<file path="src/design/swrm_pkg.sv">
// Shared types, constants and microcode for the sliding-window rate meter.
package swrm_pkg;

  localparam int MAX_BUCKETS = 512;
  localparam int SLOT_W      = $clog2(MAX_BUCKETS);
  localparam int RING_W      = SLOT_W + 1;

  localparam int CMD_W    = 2;
  localparam int TIME_W   = 48;
  localparam int BYTE_W   = 32;
  localparam int EVT_W    = 16;
  localparam int TOTB_W   = 48;
  localparam int TOTE_W   = 40;
  localparam int BKTB_W   = 40;
  localparam int BKTE_W   = 32;
  localparam int SHIFT_W  = 5;
  localparam int CFG_AW   = 3;
  localparam int CFG_DW   = 32;

  localparam logic [RING_W-1:0]  RING_MIN      = RING_W'(2);
  localparam logic [RING_W-1:0]  RING_MAX      = RING_W'(MAX_BUCKETS);
  localparam logic [RING_W-1:0]  ACTIVE_RESET  = RING_W'(20);
  localparam logic [SHIFT_W-1:0] SHIFT_RESET   = SHIFT_W'(10);

  localparam logic [CMD_W-1:0] CMD_ADD = 2'd0;
  localparam logic [CMD_W-1:0] CMD_ADV = 2'd1;
  localparam logic [CMD_W-1:0] CMD_CLR = 2'd2;

  localparam logic REG_ACTIVE = 1'b0;
  localparam logic REG_SHIFT  = 1'b1;

  typedef struct packed {
    logic [BKTB_W-1:0] bytes;
    logic [BKTE_W-1:0] events;
  } bucket_t;

  // datapath operations
  localparam logic [3:0] OP_NOP   = 4'd0;
  localparam logic [3:0] OP_LATCH = 4'd1;
  localparam logic [3:0] OP_TGT   = 4'd2;
  localparam logic [3:0] OP_DIFF  = 4'd3;
  localparam logic [3:0] OP_WIPE  = 4'd4;
  localparam logic [3:0] OP_ROLL  = 4'd5;
  localparam logic [3:0] OP_CTR0  = 4'd6;
  localparam logic [3:0] OP_ARD   = 4'd7;
  localparam logic [3:0] OP_AWR   = 4'd8;
  localparam logic [3:0] OP_SCAN  = 4'd9;
  localparam logic [3:0] OP_OUT   = 4'd10;

  // jump conditions
  localparam logic [3:0] COND_NEVER     = 4'd0;
  localparam logic [3:0] COND_ALWAYS    = 4'd1;
  localparam logic [3:0] COND_NO_IN     = 4'd2;
  localparam logic [3:0] COND_NO_WIPE   = 4'd3;
  localparam logic [3:0] COND_NO_ROLL   = 4'd4;
  localparam logic [3:0] COND_NO_ADD    = 4'd5;
  localparam logic [3:0] COND_NOT_LAST  = 4'd6;
  localparam logic [3:0] COND_MORE_STEP = 4'd7;
  localparam logic [3:0] COND_OUT_FREE  = 4'd8;

  localparam int UPC_W = 4;

  // program steps
  localparam logic [UPC_W-1:0] STEP_WAIT    = 4'd0;
  localparam logic [UPC_W-1:0] STEP_TGT     = 4'd1;
  localparam logic [UPC_W-1:0] STEP_DIFF    = 4'd2;
  localparam logic [UPC_W-1:0] STEP_WIPE_BR = 4'd3;
  localparam logic [UPC_W-1:0] STEP_WIPE    = 4'd4;
  localparam logic [UPC_W-1:0] STEP_ROLL_BR = 4'd5;
  localparam logic [UPC_W-1:0] STEP_ROLL    = 4'd6;
  localparam logic [UPC_W-1:0] STEP_RDRAIN  = 4'd7;
  localparam logic [UPC_W-1:0] STEP_ADD_BR  = 4'd8;
  localparam logic [UPC_W-1:0] STEP_ARD     = 4'd9;
  localparam logic [UPC_W-1:0] STEP_AWR     = 4'd10;
  localparam logic [UPC_W-1:0] STEP_SCAN    = 4'd11;
  localparam logic [UPC_W-1:0] STEP_SDRAIN  = 4'd12;
  localparam logic [UPC_W-1:0] STEP_EMIT    = 4'd13;
  localparam logic [UPC_W-1:0] STEP_HOLD    = 4'd14;

  typedef struct packed {
    logic [3:0]       op;
    logic [3:0]       cond;
    logic [UPC_W-1:0] tgt;
  } ctl_word_t;

  typedef struct packed {
    logic in_valid;
    logic wipe;
    logic roll;
    logic add;
    logic ctr_last;
    logic step_last;
    logic out_free;
  } cond_flags_t;

  function automatic ctl_word_t ucode_rom(input logic [UPC_W-1:0] upc);
    ctl_word_t w;
    case (upc)
      STEP_WAIT:    w = '{OP_LATCH, COND_NO_IN,     STEP_WAIT};
      STEP_TGT:     w = '{OP_TGT,   COND_NEVER,     STEP_WAIT};
      STEP_DIFF:    w = '{OP_DIFF,  COND_NEVER,     STEP_WAIT};
      STEP_WIPE_BR: w = '{OP_NOP,   COND_NO_WIPE,   STEP_ROLL_BR};
      STEP_WIPE:    w = '{OP_WIPE,  COND_NOT_LAST,  STEP_WIPE};
      STEP_ROLL_BR: w = '{OP_NOP,   COND_NO_ROLL,   STEP_ADD_BR};
      STEP_ROLL:    w = '{OP_ROLL,  COND_MORE_STEP, STEP_ROLL};
      STEP_RDRAIN:  w = '{OP_NOP,   COND_NEVER,     STEP_WAIT};
      STEP_ADD_BR:  w = '{OP_CTR0,  COND_NO_ADD,    STEP_SCAN};
      STEP_ARD:     w = '{OP_ARD,   COND_NEVER,     STEP_WAIT};
      STEP_AWR:     w = '{OP_AWR,   COND_NEVER,     STEP_WAIT};
      STEP_SCAN:    w = '{OP_SCAN,  COND_NOT_LAST,  STEP_SCAN};
      STEP_SDRAIN:  w = '{OP_NOP,   COND_NEVER,     STEP_WAIT};
      STEP_EMIT:    w = '{OP_OUT,   COND_OUT_FREE,  STEP_WAIT};
      STEP_HOLD:    w = '{OP_NOP,   COND_ALWAYS,    STEP_EMIT};
      default:      w = '{OP_NOP,   COND_ALWAYS,    STEP_WAIT};
    endcase
    return w;
  endfunction

  function automatic logic [RING_W-1:0] ring_len(input logic [RING_W-1:0] act);
    logic [RING_W-1:0] n;
    n = act;
    if (n < RING_MIN) n = RING_MIN;
    if (n > RING_MAX) n = RING_MAX;
    return n;
  endfunction

endpackage

</file>
<file path="src/design/swrm_seq.sv">
// Microcode sequencer: step counter, control store and conditional jumps.
module swrm_seq import swrm_pkg::*; (
  input  logic        clk,
  input  logic        rst_n,
  input  cond_flags_t flags,
  output ctl_word_t   ctl
);

  logic [UPC_W-1:0] upc_r, upc_nxt;
  logic             take;

  always_comb begin
    ctl = ucode_rom(upc_r);
    case (ctl.cond)
      COND_NEVER:     take = 1'b0;
      COND_ALWAYS:    take = 1'b1;
      COND_NO_IN:     take = !flags.in_valid;
      COND_NO_WIPE:   take = !flags.wipe;
      COND_NO_ROLL:   take = !flags.roll;
      COND_NO_ADD:    take = !flags.add;
      COND_NOT_LAST:  take = !flags.ctr_last;
      COND_MORE_STEP: take = !flags.step_last;
      COND_OUT_FREE:  take = flags.out_free;
      default:        take = 1'b0;
    endcase
    upc_nxt = take ? ctl.tgt : upc_r + 1'b1;
  end

  always_ff @(posedge clk) begin
    if (!rst_n) begin
      upc_r <= STEP_WAIT;
    end else begin
      upc_r <= upc_nxt;
    end
  end

endmodule

</file>
<file path="config.mk">
export PLATFORM = sky130hd
export DESIGN_NAME = swrm_seq
export DESIGN_NICKNAME = d
export VERILOG_FILES = /design/src/design/swrm_pkg.sv /design/src/design/swrm_seq.sv
export SDC_FILE = /design/constraint.sdc
export NUM_CORES = 1
export LEC_CHECK = 0
export ABC_AREA = 1
export BUFFER_PORTS_ARGS = -buffer_cell sky130_fd_sc_hd__buf_2
export CAP_MARGIN = 20
export CORE_ASPECT_RATIO = 0.9
export CORE_MARGIN = 1
export CORE_UTILIZATION = 51
export CTS_CLUSTER_SIZE = 24
export DETAILED_ROUTE_END_ITERATION = 12
export GPL_ROUTABILITY_DRIVEN = 0
export PLACE_DENSITY_LB_ADDON = 0.08
export SYNTH_ARGS = -nofsm -noshare
export SYNTH_HDL_FRONTEND = slang
export SYNTH_SLANG_ARGS = --single-unit
</file>
<file path="constraint.sdc">
create_clock -name clk -period 2.2 [get_ports clk]
set_input_delay 0.44 -clock clk [delete_from_list [all_inputs] [get_ports clk]]
set_output_delay 0.44 -clock clk [all_outputs]
set_load 0.01 [all_outputs]
</file>
=== After elaboration in Yosys (flattened, before gate mapping) ===
Memories as Yosys holds them, arrays and structs flattened. A register that Yosys moved wholly into a read port is not among the register bits.
Cells that the tools add are included.
Widths: inputs -> output; s select.

* Bits in registers: 4
* Memory bits (read-only): 192
* Input bits: 9
* Output and inout bits: 12
* Logic and storage cells: 20
* Memories: 1

* Add/sub/neg operators: 1
* Eq/ne operators: 8
* Mux-type cells: 3
* Reductions and logical operators: 6

{| class="wikitable"
|+ Memory list
! name !! depth !! width !! rd ports !! clocked after Yosys merged registers in !! wr ports !! RTL line !! source
|-
| (name not given) || 16 || 12 || 1 || 1 || 0 || swrm_pkg.sv:98 || <nowiki>case (upc)</nowiki>
|}

{| class="wikitable"
|+ Operators by type and width
! kind !! count
|-
| $eq 4x3->1 const B || 4
|-
| $eq 4x2->1 const B || 2
|-
| $mux 4 || 2
|-
| $pmux 1 s8 || 1
|-
| $logic_not 1->1 || 6
|-
| $add 4x1->4 const B || 1
|-
| $eq 4x1->1 const B || 1
|-
| $eq 4x4->1 const B || 1
|}

=== Depth between registers and ports, before layout ===
* Depth in word-level cells: 4
* Gate-level depth with buffers: 13
* Gate-level depth less buffers: 13

=== Worst setup path after synthesis ===
Ideal clock, no wire load.

* Path type: reg2reg
* Start: register, netlist name ctl[7]
* End: register, netlist name ctl[3]
* Setup time: 0.121 ns
* Arrival time: 1.591 ns
* Required time: 2.079 ns
* Setup slack: 0.488 ns
* Cell stages (with the launch flop): 11
* Path buffers: 0
* Clock period less this slack: 1.712 ns
* Cells stage by stage: dfxtp_1 -> nor2_1 -> nand3b_1 -> nand2_1 -> nor2_4 -> nand2_4 -> nand2_2 -> nand3_2 -> ha_1 -> nand3b_4 -> nand3_1

* Cells in the longest elaborated chain, start to end: 4
* Elaborated cells on any way between the ends: 11
* Classes of those cells: eq/ne (8); mux (3)

{| class="wikitable"
|+ Ends and longest elaborated chain
! item !! RTL line !! source
|-
| $eq 4x4->1, or another cell as far along || swrm_seq.sv:14 || <nowiki>case (ctl.cond)</nowiki>
|-
| $pmux 1 s8 * || swrm_seq.sv:14 ||
|-
| $mux 4 * || swrm_seq.sv:26 || <nowiki>upc_nxt = take ? ctl.tgt : upc_r + 1'b1;</nowiki>
|-
| $mux 4 (no line) * || n/a ||
|}

Mark *: on every way between the ends. The rest lies on a longest branch, timed or not.
A chain may end at the register's enable or synchronous reset.

=== Worst setup path in the final report ===
* Start: register, netlist name ctl[7]
* End: register, netlist name ctl[3]

* Cells in the longest elaborated chain, start to end: 4
* Elaborated cells on any way between the ends: 11
* Classes of those cells: eq/ne (8); mux (3)

{| class="wikitable"
|+ Ends and longest elaborated chain
! item !! RTL line
|-
| $eq 4x4->1, or another cell as far along || swrm_seq.sv:14
|-
| $pmux 1 s8 * || swrm_seq.sv:14
|-
| $mux 4 * || swrm_seq.sv:26
|-
| $mux 4 (no line) * || n/a
|}

Marked as above.

==> impl_summary.log <==
[metrics] result of the run: finished, final reports clean
[metrics] via count: 803
[metrics] critical path startpoint category: flip-flop
[metrics] clock group share of total power: 0.123
[metrics] highest net fanout along the worst path: 7
[metrics] final critical-path required period: 1839 ps
[metrics] number of global-route vias before repair: 710
[metrics] overall routed net length: 1777 µm
[metrics] number of pins exceeding their max-slew limit in the final report: 0
[metrics] half-perimeter wire length after detailed placement: about 1400 µm
[metrics] remaining global-route overflow: 0
[metrics] count of antenna diodes in the layout: 0
[metrics] most common cell after layout, fill and taps aside: sky130_fd_sc_hd__buf_2
[metrics] register bit count reported by yosys: 16
[metrics] minimum setup slack in the final design: 360.9 ps
[metrics] H-tree Lvls: 1
[metrics] period utilization: 0.8360
[metrics] total nets after synthesis: approximately 130
[metrics] number of warnings printed during yosys synthesis: 0
[metrics] DP Worst Slack: 303.1 ps
[metrics] number of buffers added on ports: 20
[metrics] power density normalized to cell area: 1533 nW/µm²
[metrics] Primary FF master, synth: sky130_fd_sc_hd__dfxtp_1
[metrics] CP Capture Type: flip-flop
[metrics] Setup Buffers After CTS: 0
[metrics] chain of cells forming the critical path: nor2_1, nand3b_1, nand2_1, nor2_4, nand2_4, nand2_2, nand3_2, ha_1, nand3b_4, nand3_1
[metrics] arrival time at the worst endpoint: 2030 ps
[metrics] buffer depth of the longest clock path: 2
[metrics] number of optimization iterations in the first detailed-route pass: 4
[metrics] overall power after layout: 1.647 mW
[metrics] Min-Delay Path Class: primary input to flip-flop
[metrics] Inserted Clock Buffers: 3
[metrics] relative max-transition margin: 0.8347
[metrics] All-Layer GR Usage: 0.2161
[metrics] cts hold-fix bufs: 0
[metrics] fraction of final layout cells sized beyond drive strength 1: 0.3696
[metrics] Net Sw Frac: 0.4800
[metrics] Highest Clock Rate: 543.7 MHz
[metrics] portion of the post-synthesis area used by sequential elements: 0.3526
[metrics] Synth async-reset ratio: 0
[metrics] Remaining DRCs: 0
[metrics] antenna-violating nets left: 0
[metrics] Core Box Area: between 1500 and 2000 µm²
[metrics] setup TNS after final layout: 0 ps
[metrics] maximum number of pins on one net before global-route repair: 10
[metrics] overall die area: 1954 µm²
[metrics] number of nets in the layout: roughly 150
[metrics] post-DR wirelength/cell: 10.97 µm
[metrics] TritonCTS clock tree: done
[metrics] logic gate share of total power: 0.601
[metrics] antenna violations before repair: 0
[metrics] placed instance area: a little over 1000 µm²
[metrics] max-capacitance violation count: 0
[metrics] Final Skew: 0.6551 ps
[metrics] Post-synth EDFFs: 0
[metrics] Ports: 21
[metrics] clock tree root driver cell: sky130_fd_sc_hd__clkbuf_4
[metrics] share of power burned in registers: 0.276
[metrics] wire length of the first global-routing pass: 2932 µm
[metrics] clock-pin slew on the worst setup and hold paths: 90 ps
[metrics] design internal power: 0.8566 mW
[metrics] unrepaired setup endpoints after global routing: no
[metrics] number of DRC markers in iteration 0: 25
[metrics] largest incremental delay on the critical path: just under 400 ps
[metrics] switching power: between 0.7 and 0.8 mW
[metrics] layout overhead on the synthesized area: 18.32%
[metrics] number of failing hold endpoints at the final stage: 0
[metrics] Via-to-Cell Ratio: 4.957
[metrics] post-synth design cell area: 908.4 µm²
[metrics] total setup violations reported at the end of the flow: 0
[metrics] highest-count cells in the layout ignoring fill and taps: sky130_fd_sc_hd__buf_2 (20), sky130_fd_sc_hd__nand2_1 (18), sky130_fd_sc_hd__inv_1 (16), sky130_fd_sc_hd__nand3_1 (16), sky130_fd_sc_hd__dfxtp_1 (16)
[metrics] starting density of the core: 0.5459
[metrics] slew at the pin with the worst max-slew slack: 247.0 ps
[metrics] kind of critical path: flip-flop to flip-flop
[metrics] Die Span X: 46.49 µm
[metrics] synthesized area per cell: ~8 µm²
[metrics] required time of the critical path: 2390 ps
[metrics] cells after synthesis: 114
[metrics] final design area excluding fillers: 1075 µm²
[metrics] row cnt: 14
[metrics] crit path max-delay cell type: sky130_fd_sc_hd__dfxtp_1
[metrics] Leakage Power: approximately 0.59 nW
[metrics] sinks on the clock net: 16
[metrics] Clock Latency Late Sink: approximately 300 ps
[metrics] post_cts resized: 0
[metrics] height of the die: 42.04 µm
[metrics] IR Drop Worst-Case VDD: 0.7717 mV
[metrics] number of unique standard cell types used by synthesis: 22
-- metrics by stage --
step	hold WS (ps)	utilization	instances
4_1_cts	517.2	0.6459	162
6_report	512.7	0.6459	162
5_1_grt	526.6	0.6459	162
3_5_place_dp	597.1	0.6241	158
3_3_place_gp	588.2	0.6241	158
2_1_floorplan	605.9	-	114
-- kinds of logic after synthesis --
family,count (synthesis),share of synthesized area
xor gates and xnor gates,2,0.01929
adders and majority gates,3,0.04133
and+or+nand+nor,68,0.4697
buffers and inverters,21,0.08678
AOI/OAI and AO/OA,4,0.03030
DFF,16,0.3526
-- worst paths after layout --
| kind | startpoint | end | slack [ps] | depth (start not counted) |
|---|---|---|---|---|
| hold / removal | rst_n | upc_r[1] | 510 | 3 |
| setup reg to reg | ctl[7] | ctl[3] | 360 | 10 |
| hold reg to reg | ctl[1] | upc_r[1] | 610 | 4 |
| setup / recovery | ctl[7] | ctl[3] | 360 | 10 |
-- synth_stat cells (2+ instances only) --
master,count,area share
sky130_fd_sc_hd__nand2_1,18,0.074
sky130_fd_sc_hd__nand3b_1,4,0.033
sky130_fd_sc_hd__nand3_4,2,0.039
sky130_fd_sc_hd__nand2_2,8,0.055
sky130_fd_sc_hd__nor2_4,3,0.037
sky130_fd_sc_hd__inv_1,16,0.066
sky130_fd_sc_hd__nand3_2,3,0.033
sky130_fd_sc_hd__dfxtp_1,16,0.35
sky130_fd_sc_hd__inv_2,5,0.021
sky130_fd_sc_hd__nand3_1,16,0.088
sky130_fd_sc_hd__xor2_1,2,0.019
sky130_fd_sc_hd__nor2_1,8,0.033
sky130_fd_sc_hd__nand4_1,2,0.014
sky130_fd_sc_hd__ha_1,3,0.041
-- routing by layer --
metal	vias up	part of all wire	GRT usage
met2	21	0.46	0.3278
li1	406	-	-
met5	-	0	0
met4	0	0.023	0.1059
met3	4	0.055	0.06466
met1	372	0.46	0.2712
-- worst max-delay path, delay by kind of cell, from the launching register on --
family / cells / cell delay, ps
simple gates: 9 / 970
fa+ha+maj: 1 / 360
flops: 1 / 390
-- final cells by class --
cell class              instances  area [µm²]
fillers                       171       589.3
multi-input cells              77       509.2
flip-flops and latches         16       320.3
repair buffers                 20       100.1
inverters                      21       78.83
clock buffers                   4       36.28
well taps                      24       30.03
-- power groups by stage --
| stage | clock network, mW | logic (mW) | registers, mW |
|---|---|---|---|
| 4_1_cts | 0.204 | 0.997 | 0.457 |
| 6_report | 0.202 | 0.990 | 0.455 |
| 3_3_place_gp | 0 | 0.973 | 0.459 |
| 3_5_place_dp | 0 | 0.985 | 0.463 |
| 2_1_floorplan | 0 | 0.739 | 0.491 |
| 5_1_grt | 0.211 | 1.10 | 0.468 |
-- registers in the layout (all words and copies together), names as in the netlist --
name   flops
ctl       12
upc_r      4
No activity file was read; power rests on OpenSTA's default activity.
